`config.mk`:
```
export PLATFORM = sky130hd
export DESIGN_NAME = tile_block_decompressor_flat
export DESIGN_NICKNAME = d
export VERILOG_FILES = /design/src/rtl/tbd_pkg.sv /design/src/rtl/tbd_stream_if.sv /design/src/rtl/tbd_datapath.sv /design/src/rtl/tbd_ctrl.sv /design/src/rtl/tile_block_decompressor.sv /design/src/flat_wrapper.sv
export SDC_FILE = /design/constraint.sdc
export NUM_CORES = 1
export LEC_CHECK = 0
export BUFFER_PORTS_ARGS = -buffer_cell sky130_fd_sc_hd__buf_2
export CELL_PAD_IN_SITES_DETAIL_PLACEMENT = 0
export CELL_PAD_IN_SITES_GLOBAL_PLACEMENT = 2
export CORE_MARGIN = 1.5
export CORE_UTILIZATION = 41
export CTS_CLUSTER_DIAMETER = 60
export DETAILED_ROUTE_END_ITERATION = 6
export PLACE_DENSITY_LB_ADDON = 0.1
export SYNTH_ARGS = -nofsm -noshare
export SYNTH_HDL_FRONTEND = slang
export SYNTH_SLANG_ARGS = --single-unit
```
`constraint.sdc`:
```
create_clock -name clk_i -period 4.2 [get_ports clk_i]
set_clock_uncertainty 0.2 [all_clocks]
set_input_delay 0.42 -clock clk_i [delete_from_list [all_inputs] [get_ports clk_i]]
set_output_delay 0.42 -clock clk_i [all_outputs]
set_load 0.01 [all_outputs]
```
`src/rtl/tbd_pkg.sv`:
```
package tbd_pkg;

  localparam logic [2:0] PH_HDR   = 3'd0;
  localparam logic [2:0] PH_DEF   = 3'd1;
  localparam logic [2:0] PH_FLAGS = 3'd2;
  localparam logic [2:0] PH_DATA  = 3'd3;
  localparam logic [2:0] PH_RAW   = 3'd4;

  localparam logic [7:0] HDR_SKIP_MIN = 8'hc0;
  localparam logic [7:0] HDR_RAW      = 8'h2a;
  localparam int unsigned StoreDepth  = 9;

  typedef enum logic [1:0] {
    ACC_NONE,
    ACC_PLANES,
    ACC_ROWS,
    ACC_EMIT
  } acc_kind_e;

  typedef enum logic [2:0] {
    OP_NONE,
    OP_ACCEPT,
    OP_PLANES,
    OP_REPLAY,
    OP_ROWS,
    OP_FINISH,
    OP_RAW_CLR
  } dp_op_e;

  typedef struct packed {
    dp_op_e op;
    logic   sel_partner;
  } dp_cmd_t;

  typedef struct packed {
    acc_kind_e acc_kind;
    logic      coded;
    logic      replay;
    logic      rp_last;
    logic      row_step;
    logic      rows_full;
    logic      odd;
    logic      last;
  } dp_status_t;

  function automatic logic [7:0] short_def(input logic [1:0] sel);
    logic [7:0] r;
    unique case (sel)
      2'd0: r = 8'h00;
      2'd1: r = 8'h55;
      2'd2: r = 8'haa;
      default: r = 8'hff;
    endcase
    return r;
  endfunction

  // 8x8 bit matrix transpose: bit 8i+j of result is bit 8j+i of v
  function automatic logic [63:0] transpose_plane(input logic [63:0] v);
    logic [63:0] r;
    for (int i = 0; i < 8; i++) begin
      for (int j = 0; j < 8; j++) begin
        r[8*i+j] = v[8*j+i];
      end
    end
    return r;
  endfunction

endpackage

```
`src/rtl/tbd_stream_if.sv`:
```
interface tbd_in_if;
  logic       valid;
  logic       ready;
  logic [7:0] in_byte;
  modport source (output valid, output in_byte, input ready);
  modport sink (input valid, input in_byte, output ready);
endinterface

interface tbd_out_if;
  logic        valid;
  logic        ready;
  logic [63:0] out_plane;
  logic        block_last;
  modport source (output valid, output out_plane, output block_last, input ready);
  modport sink (input valid, input out_plane, input block_last, output ready);
endinterface

```
`src/rtl/tbd_datapath.sv`:
```
module tbd_datapath import tbd_pkg::*; (
  input  logic        clk_i,
  input  logic        rst_ni,
  input  dp_cmd_t     cmd_i,
  input  logic [7:0]  in_byte_i,
  output dp_status_t  status_o,
  output logic [63:0] out_plane_o,
  output logic        block_last_o
);

  logic [2:0]  phase_q, phase_d;
  logic [7:0]  header_q, header_d;
  logic [7:0]  def_q, def_d;
  logic [7:0]  flags_q, flags_d;
  logic [7:0]  run_byte_q, run_byte_d;
  logic [6:0]  cnt_q, cnt_d;
  logic [2:0]  pi_q, pi_d;
  logic [63:0] work_q, work_d;
  logic [63:0] partner_q, partner_d;
  logic [3:0]  len_q, len_d;
  logic        last_q, last_d;
  logic [7:0]  rp_flags_q, rp_flags_d;
  logic [7:0]  rp_b_q, rp_b_d;
  logic [3:0]  rp_idx_q, rp_idx_d;
  logic [2:0]  rp_cnt_q, rp_cnt_d;
  logic [7:0]  store_q [StoreDepth];
  logic        store_we;

  logic        shared;
  logic [63:0] fill;
  logic [7:0]  store_rd;
  logic [63:0] v_t, v_pn, v_out;
  acc_kind_e   acc_kind;

  assign shared   = header_q[2] & header_q[1];
  assign fill     = {64{pi_q[0] ? header_q[4] : header_q[5]}};
  assign store_rd = (rp_idx_q < 4'(StoreDepth)) ? store_q[rp_idx_q] : 8'h00;
  assign store_we = cmd_i.op == OP_ACCEPT && (phase_q == PH_FLAGS || phase_q == PH_DATA)
                    && shared && len_q < 4'(StoreDepth);
  assign v_t   = header_q[0] ? transpose_plane(work_q) : work_q;
  assign v_pn  = header_q[7] ? (partner_q ^ v_t) : partner_q;
  assign v_out = header_q[6] ? (v_t ^ v_pn) : v_t;

  always_comb begin
    acc_kind = ACC_NONE;
    unique case (phase_q)
      PH_HDR: begin
        if (in_byte_i < HDR_SKIP_MIN && in_byte_i != HDR_RAW && !in_byte_i[1]) begin
          acc_kind = ACC_PLANES;
        end
      end
      PH_DEF:   acc_kind = ACC_PLANES;
      PH_FLAGS: acc_kind = ACC_ROWS;
      PH_DATA:  acc_kind = ACC_ROWS;
      PH_RAW:   acc_kind = (cnt_q[2:0] == 3'd7) ? ACC_EMIT : ACC_NONE;
      default:  acc_kind = ACC_NONE;
    endcase
  end

  always_comb begin
    status_o.acc_kind  = acc_kind;
    status_o.coded     = def_q[7];
    status_o.replay    = shared && len_q != 4'd0;
    status_o.rp_last   = rp_cnt_q == 3'd7;
    status_o.row_step  = cnt_q < 7'd8 && !flags_q[7];
    status_o.rows_full = cnt_q >= 7'd8;
    status_o.odd       = pi_q[0];
    status_o.last      = last_q;
  end

  assign out_plane_o  = cmd_i.sel_partner ? partner_q : work_q;
  assign block_last_o = cmd_i.sel_partner ? 1'b0 : last_q;

  always_comb begin
    phase_d    = phase_q;
    header_d   = header_q;
    def_d      = def_q;
    flags_d    = flags_q;
    run_byte_d = run_byte_q;
    cnt_d      = cnt_q;
    pi_d       = pi_q;
    work_d     = work_q;
    partner_d  = partner_q;
    len_d      = store_we ? len_q + 4'd1 : len_q;
    last_d     = last_q;
    rp_flags_d = rp_flags_q;
    rp_b_d     = rp_b_q;
    rp_idx_d   = rp_idx_q;
    rp_cnt_d   = rp_cnt_q;
    unique case (cmd_i.op)
      OP_ACCEPT: begin
        unique case (phase_q)
          PH_HDR: begin
            if (in_byte_i == HDR_RAW) begin
              phase_d = PH_RAW;
              cnt_d   = '0;
              work_d  = '0;
            end else if (in_byte_i < HDR_SKIP_MIN) begin
              header_d  = in_byte_i;
              pi_d      = '0;
              partner_d = '0;
              len_d     = '0;
              if (in_byte_i[1]) begin
                phase_d = PH_DEF;
              end else begin
                def_d = short_def(in_byte_i[3:2]);
              end
            end
          end
          PH_DEF: def_d = in_byte_i;
          PH_FLAGS: begin
            flags_d    = in_byte_i;
            run_byte_d = work_q[7:0];
            cnt_d      = '0;
          end
          PH_DATA: begin
            run_byte_d = in_byte_i;
            work_d     = {work_q[55:0], in_byte_i};
            flags_d    = {flags_q[6:0], 1'b0};
            cnt_d      = cnt_q + 7'd1;
          end
          PH_RAW: begin
            for (int k = 0; k < 8; k++) begin
              if (cnt_q[2:0] == 3'(k)) begin
                work_d[8*k +: 8] = work_q[8*k +: 8] | in_byte_i;
              end
            end
            last_d = cnt_q >= 7'd63;
            if (cnt_q >= 7'd63) begin
              cnt_d   = '0;
              phase_d = PH_HDR;
            end else begin
              cnt_d = cnt_q + 7'd1;
            end
          end
          default: phase_d = PH_HDR;
        endcase
      end
      OP_PLANES: begin
        work_d = fill;
        if (def_q[7]) begin
          if (!(shared && len_q != 4'd0)) begin
            phase_d = PH_FLAGS;
          end else begin
            rp_flags_d = store_q[0];
            rp_b_d     = fill[7:0];
            rp_idx_d   = 4'd1;
            rp_cnt_d   = '0;
          end
        end
      end
      OP_REPLAY: begin
        if (rp_flags_q[7]) begin
          rp_b_d   = store_rd;
          rp_idx_d = rp_idx_q + 4'd1;
          work_d   = {work_q[55:0], store_rd};
        end else begin
          work_d = {work_q[55:0], rp_b_q};
        end
        rp_flags_d = {rp_flags_q[6:0], 1'b0};
        rp_cnt_d   = rp_cnt_q + 3'd1;
      end
      OP_ROWS: begin
        if (cnt_q < 7'd8 && !flags_q[7]) begin
          work_d  = {work_q[55:0], run_byte_q};
          flags_d = {flags_q[6:0], 1'b0};
          cnt_d   = cnt_q + 7'd1;
        end else if (cnt_q < 7'd8) begin
          phase_d = PH_DATA;
        end
      end
      OP_FINISH: begin
        if (pi_q[0]) begin
          partner_d = v_pn;
          work_d    = v_out;
          last_d    = pi_q == 3'd7;
        end else begin
          partner_d = v_t;
        end
        def_d = {def_q[6:0], 1'b0};
        if (pi_q == 3'd7) begin
          pi_d    = '0;
          phase_d = PH_HDR;
        end else begin
          pi_d = pi_q + 3'd1;
        end
      end
      OP_RAW_CLR: work_d = '0;
      default: ;
    endcase
  end

  always_ff @(posedge clk_i or negedge rst_ni) begin
    if (!rst_ni) begin
      phase_q    <= PH_HDR;
      header_q   <= '0;
      def_q      <= '0;
      flags_q    <= '0;
      run_byte_q <= '0;
      cnt_q      <= '0;
      pi_q       <= '0;
      work_q     <= '0;
      partner_q  <= '0;
      len_q      <= '0;
      last_q     <= 1'b0;
      rp_flags_q <= '0;
      rp_b_q     <= '0;
      rp_idx_q   <= '0;
      rp_cnt_q   <= '0;
    end else begin
      phase_q    <= phase_d;
      header_q   <= header_d;
      def_q      <= def_d;
      flags_q    <= flags_d;
      run_byte_q <= run_byte_d;
      cnt_q      <= cnt_d;
      pi_q       <= pi_d;
      work_q     <= work_d;
      partner_q  <= partner_d;
      len_q      <= len_d;
      last_q     <= last_d;
      rp_flags_q <= rp_flags_d;
      rp_b_q     <= rp_b_d;
      rp_idx_q   <= rp_idx_d;
      rp_cnt_q   <= rp_cnt_d;
    end
  end

  // shared packed-run store, no reset
  always_ff @(posedge clk_i) begin
    if (store_we) begin
      store_q[len_q] <= in_byte_i;
    end
  end

endmodule

```
`src/rtl/tbd_ctrl.sv`:
```
module tbd_ctrl import tbd_pkg::*; (
  input  logic       clk_i,
  input  logic       rst_ni,
  input  logic       in_valid_i,
  output logic       in_ready_o,
  output logic       out_valid_o,
  input  logic       out_ready_i,
  input  dp_status_t status_i,
  output dp_cmd_t    cmd_o
);

  localparam logic [2:0] S_IDLE   = 3'd0;
  localparam logic [2:0] S_PLANES = 3'd1;
  localparam logic [2:0] S_REPLAY = 3'd2;
  localparam logic [2:0] S_ROWS   = 3'd3;
  localparam logic [2:0] S_FINISH = 3'd4;
  localparam logic [2:0] S_EMIT_A = 3'd5;
  localparam logic [2:0] S_EMIT_B = 3'd6;

  logic [2:0] state_q, state_d;
  logic       raw_q, raw_d;
  logic       in_fire, out_fire;

  assign in_ready_o  = state_q == S_IDLE;
  assign out_valid_o = state_q == S_EMIT_A || state_q == S_EMIT_B;
  assign in_fire     = in_valid_i && in_ready_o;
  assign out_fire    = out_valid_o && out_ready_i;

  always_comb begin
    state_d           = state_q;
    raw_d             = raw_q;
    cmd_o.op          = OP_NONE;
    cmd_o.sel_partner = state_q == S_EMIT_A;
    unique case (state_q)
      S_IDLE: begin
        if (in_fire) begin
          cmd_o.op = OP_ACCEPT;
          unique case (status_i.acc_kind)
            ACC_PLANES: state_d = S_PLANES;
            ACC_ROWS:   state_d = S_ROWS;
            ACC_EMIT: begin
              state_d = S_EMIT_B;
              raw_d   = 1'b1;
            end
            default:    state_d = S_IDLE;
          endcase
        end
      end
      S_PLANES: begin
        cmd_o.op = OP_PLANES;
        if (status_i.coded && !status_i.replay) begin
          state_d = S_IDLE;
        end else if (status_i.coded) begin
          state_d = S_REPLAY;
        end else begin
          state_d = S_FINISH;
        end
      end
      S_REPLAY: begin
        cmd_o.op = OP_REPLAY;
        if (status_i.rp_last) state_d = S_FINISH;
      end
      S_ROWS: begin
        cmd_o.op = OP_ROWS;
        priority if (status_i.row_step) begin
          state_d = S_ROWS;
        end else if (status_i.rows_full) begin
          state_d = S_FINISH;
        end else begin
          state_d = S_IDLE;
        end
      end
      S_FINISH: begin
        cmd_o.op = OP_FINISH;
        raw_d    = 1'b0;
        state_d  = status_i.odd ? S_EMIT_A : S_PLANES;
      end
      S_EMIT_A: begin
        if (out_fire) state_d = S_EMIT_B;
      end
      S_EMIT_B: begin
        if (out_fire) begin
          if (raw_q) begin
            cmd_o.op = OP_RAW_CLR;
            state_d  = S_IDLE;
          end else if (status_i.last) begin
            state_d = S_IDLE;
          end else begin
            state_d = S_PLANES;
          end
        end
      end
      default: state_d = S_IDLE;
    endcase
  end

  always_ff @(posedge clk_i or negedge rst_ni) begin
    if (!rst_ni) begin
      state_q <= S_IDLE;
      raw_q   <= 1'b0;
    end else begin
      state_q <= state_d;
      raw_q   <= raw_d;
    end
  end

  a_no_overlap: assert property (@(posedge clk_i) disable iff (!rst_ni)
    !(in_ready_o && out_valid_o)) else $error("input taken while emitting");

  a_pair_order: assert property (@(posedge clk_i) disable iff (!rst_ni)
    (state_q == S_EMIT_A && out_ready_i) |=> state_q == S_EMIT_B)
    else $error("odd plane did not follow even plane");

  a_raw_return: assert property (@(posedge clk_i) disable iff (!rst_ni)
    (state_q == S_EMIT_B && out_ready_i && raw_q) |=> state_q == S_IDLE)
    else $error("raw row did not return to idle");

endmodule

```
`src/rtl/tile_block_decompressor.sv`:
```
// Tile block decompressor.
// in_i  : one compressed stream byte per item (valid/ready).
// out_o : decoded 64-bit planes, block_last set on the eighth plane of a block.
// A header, definition or raw byte that yields nothing keeps the input
// ready. A flags or packed-run byte is followed by a row step per repeated
// row and a closing step that waits for the next byte or finishes the plane.
// Each plane passes a plan step and a finish step; a replayed shared plane
// adds eight packed rows, one per cycle through the shared store.
// Each odd plane emits two items, one per cycle while out_o.ready is high.
// A raw block emits one item after every 8th byte.
// Input is taken only while no decode work or output is pending, so one
// byte is in flight at a time; the sequencer, not the stream, sets the rate.
// Reset returns the block to waiting for a header; the shared store is
// left as is and only read after it is written in the same block.
// A stalled receiver holds the current item on out_o and freezes decode.
module tile_block_decompressor import tbd_pkg::*; (
  input  logic clk_i,
  input  logic rst_ni,
  tbd_in_if.sink    in_i,
  tbd_out_if.source out_o
);

  dp_cmd_t    cmd;
  dp_status_t status;

  // sequencer: handshakes and step order
  tbd_ctrl u_ctrl (
    .clk_i       (clk_i),
    .rst_ni      (rst_ni),
    .in_valid_i  (in_i.valid),
    .in_ready_o  (in_i.ready),
    .out_valid_o (out_o.valid),
    .out_ready_i (out_o.ready),
    .status_i    (status),
    .cmd_o       (cmd)
  );

  // datapath: block state, packed-run rows, transpose and XOR pairing
  tbd_datapath u_dp (
    .clk_i        (clk_i),
    .rst_ni       (rst_ni),
    .cmd_i        (cmd),
    .in_byte_i    (in_i.in_byte),
    .status_o     (status),
    .out_plane_o  (out_o.out_plane),
    .block_last_o (out_o.block_last)
  );

endmodule
```
`src/flat_wrapper.sv`:
```
// flat-port wrapper written by rule: the top's interface ports become plain ports
module tile_block_decompressor_flat import tbd_pkg::*;
  (clk_i, rst_ni, in_i_valid, in_i_in_byte, in_i_ready, out_o_valid, out_o_out_plane, out_o_block_last, out_o_ready);
  tbd_in_if in_i_i ();
  tbd_out_if out_o_i ();
  input  logic clk_i;
  input  logic rst_ni;
  input wire logic [$bits(in_i_i.valid)-1:0] in_i_valid;
  input wire logic [$bits(in_i_i.in_byte)-1:0] in_i_in_byte;
  output wire logic [$bits(in_i_i.ready)-1:0] in_i_ready;
  output wire logic [$bits(out_o_i.valid)-1:0] out_o_valid;
  output wire logic [$bits(out_o_i.out_plane)-1:0] out_o_out_plane;
  output wire logic [$bits(out_o_i.block_last)-1:0] out_o_block_last;
  input wire logic [$bits(out_o_i.ready)-1:0] out_o_ready;
  assign in_i_i.valid = in_i_valid;
  assign in_i_i.in_byte = in_i_in_byte;
  assign in_i_ready = in_i_i.ready;
  assign out_o_valid = out_o_i.valid;
  assign out_o_out_plane = out_o_i.out_plane;
  assign out_o_block_last = out_o_i.block_last;
  assign out_o_i.ready = out_o_ready;
  tile_block_decompressor u_core (.clk_i(clk_i), .rst_ni(rst_ni), .in_i(in_i_i), .out_o(out_o_i));
endmodule
```
==> results of run 1 <==
-- cell families (layout without fill, tap and decap cells) --
logic type | count (synthesis) | count (layout) | share of synthesized area
flops | 276 | 276 | 0.387
mux | 273 | 273 | 0.160
fa+ha+maj | 19 | 19 | 0.0125
xor+xnor | 10 | 10 | 0.00466
buf+inv | 217 | 233 | 0.0468
simple gates | 529 | 529 | 0.137
compound gates | 679 | 679 | 0.252
-- metal layers --
| layer | track usage | routed length [um] |
|---|---|---|
| met1 | 0.411 | 31300 |
| met2 | 0.410 | 28400 |
| met3 | 0.0366 | 3540 |
| met4 | 0.0799 | 1490 |
| met5 | 0 | 0 |
-- worst max-delay path by stage --
stage                     cells after the start  slack [ns]                             endpoint
after global placement                        6        0.93   u_core.u_dp.work_q[28]$_DFFE_PN0P_
after floorplan                               5        1.13  u_core.u_dp.store_q[8][0]$_DFFE_PP_
final                                         6        0.70                  out_o_out_plane[24]
after global routing                          6        0.59                  out_o_out_plane[32]
after CTS                                     6        0.70                  out_o_out_plane[32]
after detailed placement                      6        0.87   u_core.u_dp.work_q[51]$_DFFE_PN0P_
-- cell usage in the layout (no fill, tap or decap), types with 10 or more instances in the layout --
master / n
o31a_1: 49
dfrtp_1: 200
edfxtp_1: 72
buf_4: 40
ha_1: 18
o211ai_1: 60
a21oi_1: 86
nand3_1: 58
mux2_2: 179
nand2b_1: 18
nor3_1: 12
a32oi_1: 21
nand2_1: 263
a22o_1: 58
o22a_1: 10
mux2i_1: 89
o21a_1: 10
a32o_1: 55
nor4_1: 10
buf_2: 77
clkbuf_16: 41
inv_1: 27
and2_1: 57
o21ai_0: 221
nor2_1: 49
a31oi_1: 23
-- timing repair --
item                      4_1_cts  5_1_grt
hold buffers                    4        0
hold endpoints to repair      111        0
setup buffers                   0        0
-- flip-flops by register name, indices dropped and copies added, names as in the netlist, 4 cells and up --
register,count
u_core.u_dp.store_q,72
u_core.u_dp.partner_q,64
u_core.u_dp.work_q,64
u_core.u_dp.def_q,8
u_core.u_dp.flags_q,8
u_core.u_dp.rp_b_q,8
u_core.u_dp.rp_flags_q,8
u_core.u_dp.run_byte_q,8
u_core.u_dp.cnt_q,7
u_core.u_dp.header_q,7
u_core.u_dp.len_q,4
u_core.u_dp.rp_idx_q,4
-- through the flow --
stage | instance area, um2 | hold WS [ns]
3_5_place_dp | 19700 | 0.268
2_1_floorplan | 18800 | -0.0756
6_report | 21100 | 0.166
5_1_grt | 21100 | 0.153
4_1_cts | 21100 | 0.134
3_3_place_gp | 19700 | 0.267
-- power by group --
group	internal (mW)	total [mW]	switching [mW]
Clock	2.10	3.57	1.47
Combinational	4.41	9.77	5.36
Sequential	3.61	5.38	1.77
-- final cells by class --
class	instances	area [um2]
clock buffers	50	1110
clock inverters	25	293
fillers	4341	24200
inverters	28	105
multi-input cells	1510	10700
flip-flops and latches	276	7280
well taps	600	751
repair buffers	130	901
-- critical path, stage by stage, from the launching register on --
cell     delay, ns
dfrtp_1       0.37
buf_4         0.22
nor2b_1       0.19
nand2_4       0.51
buf_4         0.40
mux2_2        0.42
buf_2         0.15
==> results.txt, run 1 <==
Status - finished, final reports clean
Worst r2r path cells - 6
Hold Crit Class - primary input to register
Die Area - 47100 um2
Max H-tree Level - 2
Setup WS pre-CTS - 0.874 ns
Syn Inst Count - 2003
Pwr Total - 18.7 mW
Synth top area cells - dfrtp_1 (27%), edfxtp_1 (12%), mux2_2 (11%), o21ai_0 (5.9%), nand2_1 (5.3%)
Mapped Area - 18800 um2
WHS Path Cells - 2
Antenna Cells - 0
Die X - 217 um
All-layer global routing usage - 0.274
Crit path capture type - primary output
Placed insts - 2540
Top_reg_cell synth - dfrtp_1
Worst EP required - 3.58 ns
RR Startpoint - u_core.u_ctrl.state_q[2]$_DFFE_PN0P_
Final nets - 2017
Maxcap violations - 0
Post-layout util - 0.467
DRC - 0
Overflow after GRT - 0
Max Slew Vio Count - 0
RePlAce Congestion - 0.819
Fmax - 286 MHz
Largest net degree at the start of global routing - 105
Syn Nets - 2033
Area growth syn-to-layout - 12.5%
Latest clock arrival within the worst-skew pair - 0.59 ns
Slew HR - 0.302
PwrDens - 886 nW/um2
I/O Pins - 79
Crit-path max FO - 38
Via count - 16300
Number of buffers created by CTS - 41
Initial Util - 0.415
Iteration-0 DRC Markers - 1271
Post-route ant nets - 0
Die height - 217 um
Critical path startpoint - u_core.u_ctrl.state_q[0]$_DFFE_PN0P_
RSZ-0062 raised after global routing - no
Num rows - 78
Syn_area_per_cell - 9.38 um2
Period minus WS final - 3.50 ns
Type of the worst setup path - register to primary output
Ys async rst share - 0.739
Setup ws final - 0.701 ns
Final period util - 0.833
Detailed Routing Iterations Pass 1 - 5
Crit start category - register
Synth Warn # - 0
Layout Cells excl Fill - 2619
Dominant cell type by area after synthesis - dfrtp_1
Initial antenna violation count - 0
Count leader, synth - nand2_1
CTS resizes - 0
Vias in the first global route - 15600
Worst Hold End - u_core.u_dp.store_q[5][6]$_DFFE_PP_
Setup TNS - 0 ns
CTS Buffer Depth - 3
Crit Reg-Reg Endpoint - u_core.u_dp.work_q[35]$_DFFE_PN0P_
Routed wire length - 64700 um
Clock root buffer - clkbuf_16
FF-to-FF setup slack - 1.02 ns
DR vias/cell - 6.23
Finish-stage setup viols - 0
Core area - 45300 um2
Worst vdd ir - 0.608 mV
Area share of the largest cell type after synthesis - 0.272
Post-synth EDFFs - 72
Sequential area share after synthesis - 0.387
TritonCTS Sinks - 276
Synthesized flop and latch total - 276
HPWL Detailed - 39700 um
Library cells used by synthesis - 83
Hold_sp - in_i_in_byte[6]
First-pass GRT wire length - 99500 um
Critical path arrival - 2.88 ns
IO Port Bufs - 78
Worst-path clk slew - 0.06 ns
DR WL/cell - 24.7 um
Layout cells sized above 1 - 0.212
CTS tree - done
Hold Vio Cnt, Final - 0
Worst Tran Pin Value - 1.05 ns
Most frequent cells after synthesis - nand2_1 (265), o21ai_0 (222), dfrtp_1 (204), mux2_2 (179), clkbuf_1 (131)
Leakage - 8.29 nW
Note: power is estimated with default switching activity, not from simulation.
==> inputs of run 2 (changes only) <==
clock period = 3.31 ns   (was 4.2 ns; I/O delays follow)
==> run 2 against run 1 <==
Against the previous run:
- die area unchanged
- non-clock buffer count is 26 higher
- flip-flop and latch count unchanged
- utilization increased by 0.62 points
- routed wire length rose by 1.0%
- first-iteration DRC count up 7.6%
- count of clock-buffer cells in the layout increased by 2
- worst hold slack worse by 0.061 ns
- final cell count up 1.1%
- largest power group unchanged
- register-to-register slack got worse by 0.70 ns
- sequential share of layout area decreased by 0.45 points
- critical path depth is the same
==> results.txt, run 2 (same netlist as run 1, synthesis figures left out) <==
Final period util - 0.911
Num rows - 78
Layout cells sized above 1 - 0.223
Initial Util - 0.415
Via count - 16500
Initial antenna violation count - 0
Die height - 217 um
IO Port Bufs - 78
Die Area - 47100 um2
CTS resizes - 0
Worst Tran Pin Value - 1.18 ns
Final nets - 2044
I/O Pins - 79
Layout filler cell count - 4349
First-pass GRT wire length - 100000 um
RePlAce Congestion - 0.819
Number of buffers created by CTS - 42
Critical path arrival - 2.48 ns
Max Slew Vio Count - 0
Antenna Cells - 0
Most common cell after layout, fill and taps aside - nand2_1
Area growth syn-to-layout - 14.0%
Vias in the first global route - 15800
Hold Vio Cnt, Final - 0
Leakage - 8.46 nW
CTS tree - done
Crit start category - register
All-layer global routing usage - 0.277
Overflow after GRT - 0
RSZ-0062 raised after global routing - no
FF-to-FF setup slack - 0.32 ns
Crit Reg-Reg Endpoint - u_core.u_dp.store_q[6][1]$_DFFE_PP_
Iteration-0 DRC Markers - 1368
Worst r2r path cells - 4
Setup TNS - 0 ns
Area of the multi-input gates - 10700 um2
Top flop regs - u_core.u_dp.store_q: 72 flops, u_core.u_dp.partner_q: 64 flops, u_core.u_dp.work_q: 64 flops
Routed wire length - 65300 um
Post-route ant nets - 0
Worst-path clk slew - 0.06 ns
Core area - 45300 um2
Setup WS pre-CTS - 0.332 ns
Die X - 217 um
RR Startpoint - u_core.u_ctrl.state_q[2]$_DFFE_PN0P_
Clock root buffer - clkbuf_16
Most frequent cells in the layout - nand2_1 (263), o21ai_0 (221), dfrtp_1 (200)
TritonCTS Sinks - 276
Hold Crit Class - primary input to async pin
Finish-stage setup viols - 0
Crit path capture type - primary output
Register area - 7280 um2
Crit-path max FO - 44
Period minus WS final - 3.01 ns
Type of the worst setup path - register to primary output
Slew HR - 0.215
DRC - 0
Max FFs per register - 72
PwrDens - 1130 nW/um2
Setup ws final - 0.296 ns
Worst EP required - 2.78 ns
Latest clock arrival within the worst-skew pair - 0.59 ns
DR WL/cell - 24.7 um
Maxcap violations - 0
Worst vdd ir - 0.610 mV
CTS Buffer Depth - 3
Top reg by flops - u_core.u_dp.store_q
HPWL Detailed - 40600 um
Detailed Routing Iterations Pass 1 - 6
Fmax - 332 MHz
Max H-tree Level - 2
Status - finished, final reports clean
Largest net degree at the start of global routing - 88
DR vias/cell - 6.22
-- run 2: changes by cell type in the layout (fill, tap and decap cells not counted), sizes merged --
cell	delta
clkinvlp	-2
buf	+25
dlygate4sd3	+1
inv	+2
clkbuf	+2
clkinv	+1
bufinv	-1
-- run 2: worst max-delay path, cell delays in order, from the launching register on --
cell,delay (ns)
dfrtp_1,0.37
buf_4,0.22
nor2b_1,0.19
nand2_4,0.18
buf_12,0.30
mux2_2,0.44
buf_2,0.16
-- run 2: final cells by class --
cell class,instances,share of cell area
multi-input cells,1510,0.499
well taps,600,0.0351
clock inverters,25,0.0117
repair buffers,156,0.0542
inverters,28,0.00491
clock buffers,52,0.0547
flip-flops and latches,276,0.340
-- run 2: how the worst max path moves through the flow --
stage | from | endpoint | cells after the start
floorplan | u_core.u_ctrl.state_q[2]$_DFFE_PN0P_ | u_core.u_dp.store_q[8][0]$_DFFE_PP_ | 5
global placement | in_i_valid | u_core.u_dp.store_q[6][1]$_DFFE_PP_ | 5
detailed placement | in_i_valid | u_core.u_dp.store_q[6][1]$_DFFE_PP_ | 5
CTS | u_core.u_ctrl.state_q[0]$_DFFE_PN0P_ | out_o_out_plane[48] | 6
global route | u_core.u_ctrl.state_q[0]$_DFFE_PN0P_ | out_o_out_plane[14] | 6
finish | u_core.u_ctrl.state_q[0]$_DFFE_PN0P_ | out_o_out_plane[14] | 6
-- run 2: what timing repair did --
| action | in CTS | in global routing |
|---|---|---|
| hold endpoints to repair | 84 | 0 |
| hold buffers | 5 | 0 |
| buffers inserted | 0 | 0 |
-- run 2: stage by stage --
| step | power [mW] | instance area [um2] | hold WS, ns | util | cells |
|---|---|---|---|---|---|
| floorplan | 15.2 | 18800 | -0.165 | - | 2003 |
| global placement | 19.3 | 19900 | 0.164 | 0.440 | 2565 |
| detailed placement | 19.5 | 19900 | 0.172 | 0.440 | 2565 |
| CTS | 24.2 | 21400 | 0.0889 | 0.473 | 2647 |
| global route | 25.7 | 21400 | 0.106 | 0.473 | 2647 |
| finish | 24.1 | 21400 | 0.105 | 0.473 | 2647 |
-- run 2: power breakdown --
group,switching (mW),total (mW),internal (mW)
Combinational,7.06,12.9,5.85
Sequential,2.08,6.67,4.59
Clock,1.84,4.56,2.71
-- run 2: routing by layer --
metal  up-vias  global-route usage  share of wire
met4         0              0.0616          0.016
met2       516               0.432           0.46
met1      8325               0.405           0.47
met5         -                   0              0
met3        68              0.0416          0.054
li1       7564                   -              -
==> inputs of run 3 (changes only) <==
ABC_AREA = 1   (was not set)
CAP_MARGIN = 20   (was not set)
CORE_UTILIZATION = 36   (was 41)
==> run 3 against run 2 <==
Against the previous run:
- die area grew 11%
- design area down 1.9%
- power shrank 11%
- worst setup slack worse by 0.24 ns
- critical path depth decreased by 1
==> results.txt, run 3 <==
RePlAce Congestion - 0.873
RSZ-0062 raised after global routing - no
Die height - 229 um
Initial Util - 0.365
Critical path cell sequence - nand3_4 > buf_4 > buf_4 > o21ai_0 > buf_2
Worst EP required - 2.78 ns
Syn Nets - 2728
Top flop regs - u_core.u_dp.store_q: 72 flops, u_core.u_dp.partner_q: 64 flops, u_core.u_dp.work_q: 64 flops
Max Slew Vio Count - 0
Overflow after GRT - 0
CTS Buffer Depth - 3
Area growth syn-to-layout - 14.6%
Critical path arrival - 2.73 ns
Setup TNS - 0 ns
Clock power share - 0.214
Sequential area share after synthesis - 0.396
Core area - 50200 um2
Number of buffers created by CTS - 43
Layout cells sized above 1 - 0.0987
Status - finished, final reports clean
HPWL Detailed - 46800 um
Worst Tran Pin Value - 1.10 ns
Post-route ant nets - 0
Top reg by flops - u_core.u_dp.store_q
Type of the worst setup path - register to primary output
Largest net degree at the start of global routing - 117
Synth Warn # - 0
Leakage - 9.92 nW
Die X - 229 um
Register area - 7280 um2
First-pass GRT wire length - 111000 um
DR vias/cell - 5.47
DR WL/cell - 21.0 um
Hold WS - 0.0174 ns
Detailed Routing Iterations Pass 1 - 5
Most common cell after layout, fill and taps aside - nand2_1
DRC - 0
Post-synth EDFFs - 72
Critical path buffers and inverters - 3
Placed insts - 3353
Final period util - 0.984
Library cells used by synthesis - 48
Slew HR - 0.268
Top_reg_cell synth - dfrtp_1
Most frequent cells in the layout - nand2_1 (911), o21ai_0 (352), nand3_1 (331)
IO Port Bufs - 78
Maxcap violations - 0
Clock root buffer - clkbuf_16
Max FFs per register - 72
Die Area - 52300 um2
Period minus WS final - 3.26 ns
Sequential power share - 0.258
Iteration-0 DRC Markers - 1487
Area of the multi-input gates - 9410 um2
Synthesized flop and latch total - 276
Count leader, synth - nand2_1
Setup WS pre-CTS - 0.461 ns
Final nets - 2761
Crit start category - register
All-layer global routing usage - 0.274
Most common cell on crit path - buf_4
Worst vdd ir - 0.503 mV
CP max-delay cell - dfrtp_1
TritonCTS Sinks - 276
Internal - 10.5 mW
Switching Power - 11.0 mW
Mapped Area - 18300 um2
Syn Inst Count - 2698
Post-layout util - 0.419
Synth top area cells - dfrtp_1 (28%), nand2_1 (19%), edfxtp_1 (12%), o21ai_0 (9.6%), nand3_1 (9.1%)
Antenna Cells - 0
Layout Cells excl Fill - 3438
Latest clock arrival within the worst-skew pair - 0.58 ns
Slowest stage delay, CP - 0.58 ns
Worst-path clk slew - 0.06 ns
Postcts setup bufs - 0
PwrDens - 1030 nW/um2
I/O Pins - 79
Finish-stage setup viols - 0
Syn_area_per_cell - 6.79 um2
Dominant cell type by area after synthesis - dfrtp_1
Switching Fraction - 0.512
Setup ws final - 0.0522 ns
Via count - 18800
Routed wire length - 72300 um
Area share of the largest cell type after synthesis - 0.278
Hold Vio Cnt, Final - 0
Fmax - 307 MHz
Comb power frac - 0.529
Crit-path max FO - 24
Ys async rst share - 0.739
CTS tree - done
Critical path's top delay family - buffers and inverters
Hold Crit Class - primary input to register
Initial antenna violation count - 1
Crit path capture type - primary output
Max H-tree Level - 2
Vias in the first global route - 18500
Most frequent cells after synthesis - nand2_1 (912), o21ai_0 (353), nand3_1 (333), inv_1 (239), dfrtp_1 (204)
Layout filler cell count - 5274
Num rows - 82
==> run 3: cell count changes in the layout (fill, tap and decap cells not counted), moves of 55 or more <==
cell,before,now
a32o_1,55,0
nand3_1,58,331
mux2i_1,89,0
mux2_2,179,0
a22o_1,58,2
o21ai_0,221,352
and2_1,57,1
nand2_1,263,911
inv_1,27,238
==> run 3: final timing paths <==
kind,startpoint,endpoint,slack [ns],cells after the start
worst max register to register,u_core.u_ctrl.state_q[0]$_DFFE_PN0P_,u_core.u_dp.work_q[37]$_DFFE_PN0P_,0.42,12
min in group asynchronous,rst_ni,u_core.u_ctrl.state_q[2]$_DFFE_PN0P_,0.12,2
worst min-delay path,in_i_in_byte[5],u_core.u_dp.header_q[5]$_DFFE_PN0P_,0.02,4
worst min register to register,u_core.u_dp.def_q[6]$_DFFE_PN0P_,u_core.u_dp.def_q[6]$_DFFE_PN0P_,0.28,2
worst max-delay path,u_core.u_ctrl.state_q[2]$_DFFE_PN0P_,out_o_out_plane[18],0.05,5
max in group asynchronous,rst_ni,u_core.u_dp.partner_q[10]$_DFFE_PN0P_,1.94,3
==> run 3: cells by family (layout without fill, tap and decap cells) <==
group / Yosys count / in the layout / synth area share
xor+xnor: 1 / 1 / 0.000478
fa+ha+maj: 18 / 18 / 0.0123
flops: 276 / 276 / 0.396
buf+inv: 423 / 491 / 0.0924
simple gates: 1417 / 1417 / 0.326
compound gates: 563 / 563 / 0.172
==> run 3: tightest hold or removal path, stage by stage <==
cell and delay (ns):
buf_2 0.09, inv_1 0.13, nand2_1 0.10, o21a_1 0.10
==> run 3: area by class of cell <==
cell class,count,area share
Clock inverter,26,0.0127
Sequential cell,276,0.346
Timing Repair Buffer,152,0.0515
Tap cell,672,0.0400
Multi-Input combinational cell,1999,0.448
Inverter,259,0.0468
Clock buffer,54,0.0546
==> run 3: repair_timing <==
action,in CTS,in global routing
hold buffers,5,0
endpoints found under the hold margin,72,0
setup endpoints to repair,0,1
gates resized for setup,0,1
==> run 3: per-stage QoR <==
step	instance area (um2)	total power, mW
final	21000	21.6
after global routing	21000	23.3
after CTS	21000	21.6
after detailed placement	19500	16.9
after global placement	19500	16.8
after floorplan	18300	13.0
==> run 3: power by group through the flow <==
stage	clock, mW	combinational [mW]	sequential, mW
after detailed placement	0	11.3	5.60
after floorplan	0	7.97	4.99
after global placement	0	11.2	5.58
after CTS	4.70	11.4	5.55
final	4.61	11.4	5.56
after global routing	4.82	12.8	5.70
==> run 3: layer usage <==
metal / global-route usage / vias up / part of all wire
met5: 0 / - / 0
met4: 0.127 / 0 / 0.046
met3: 0.0353 / 154 / 0.051
met2: 0.456 / 565 / 0.47
met1: 0.355 / 9054 / 0.44
li1: - / 9046 / -
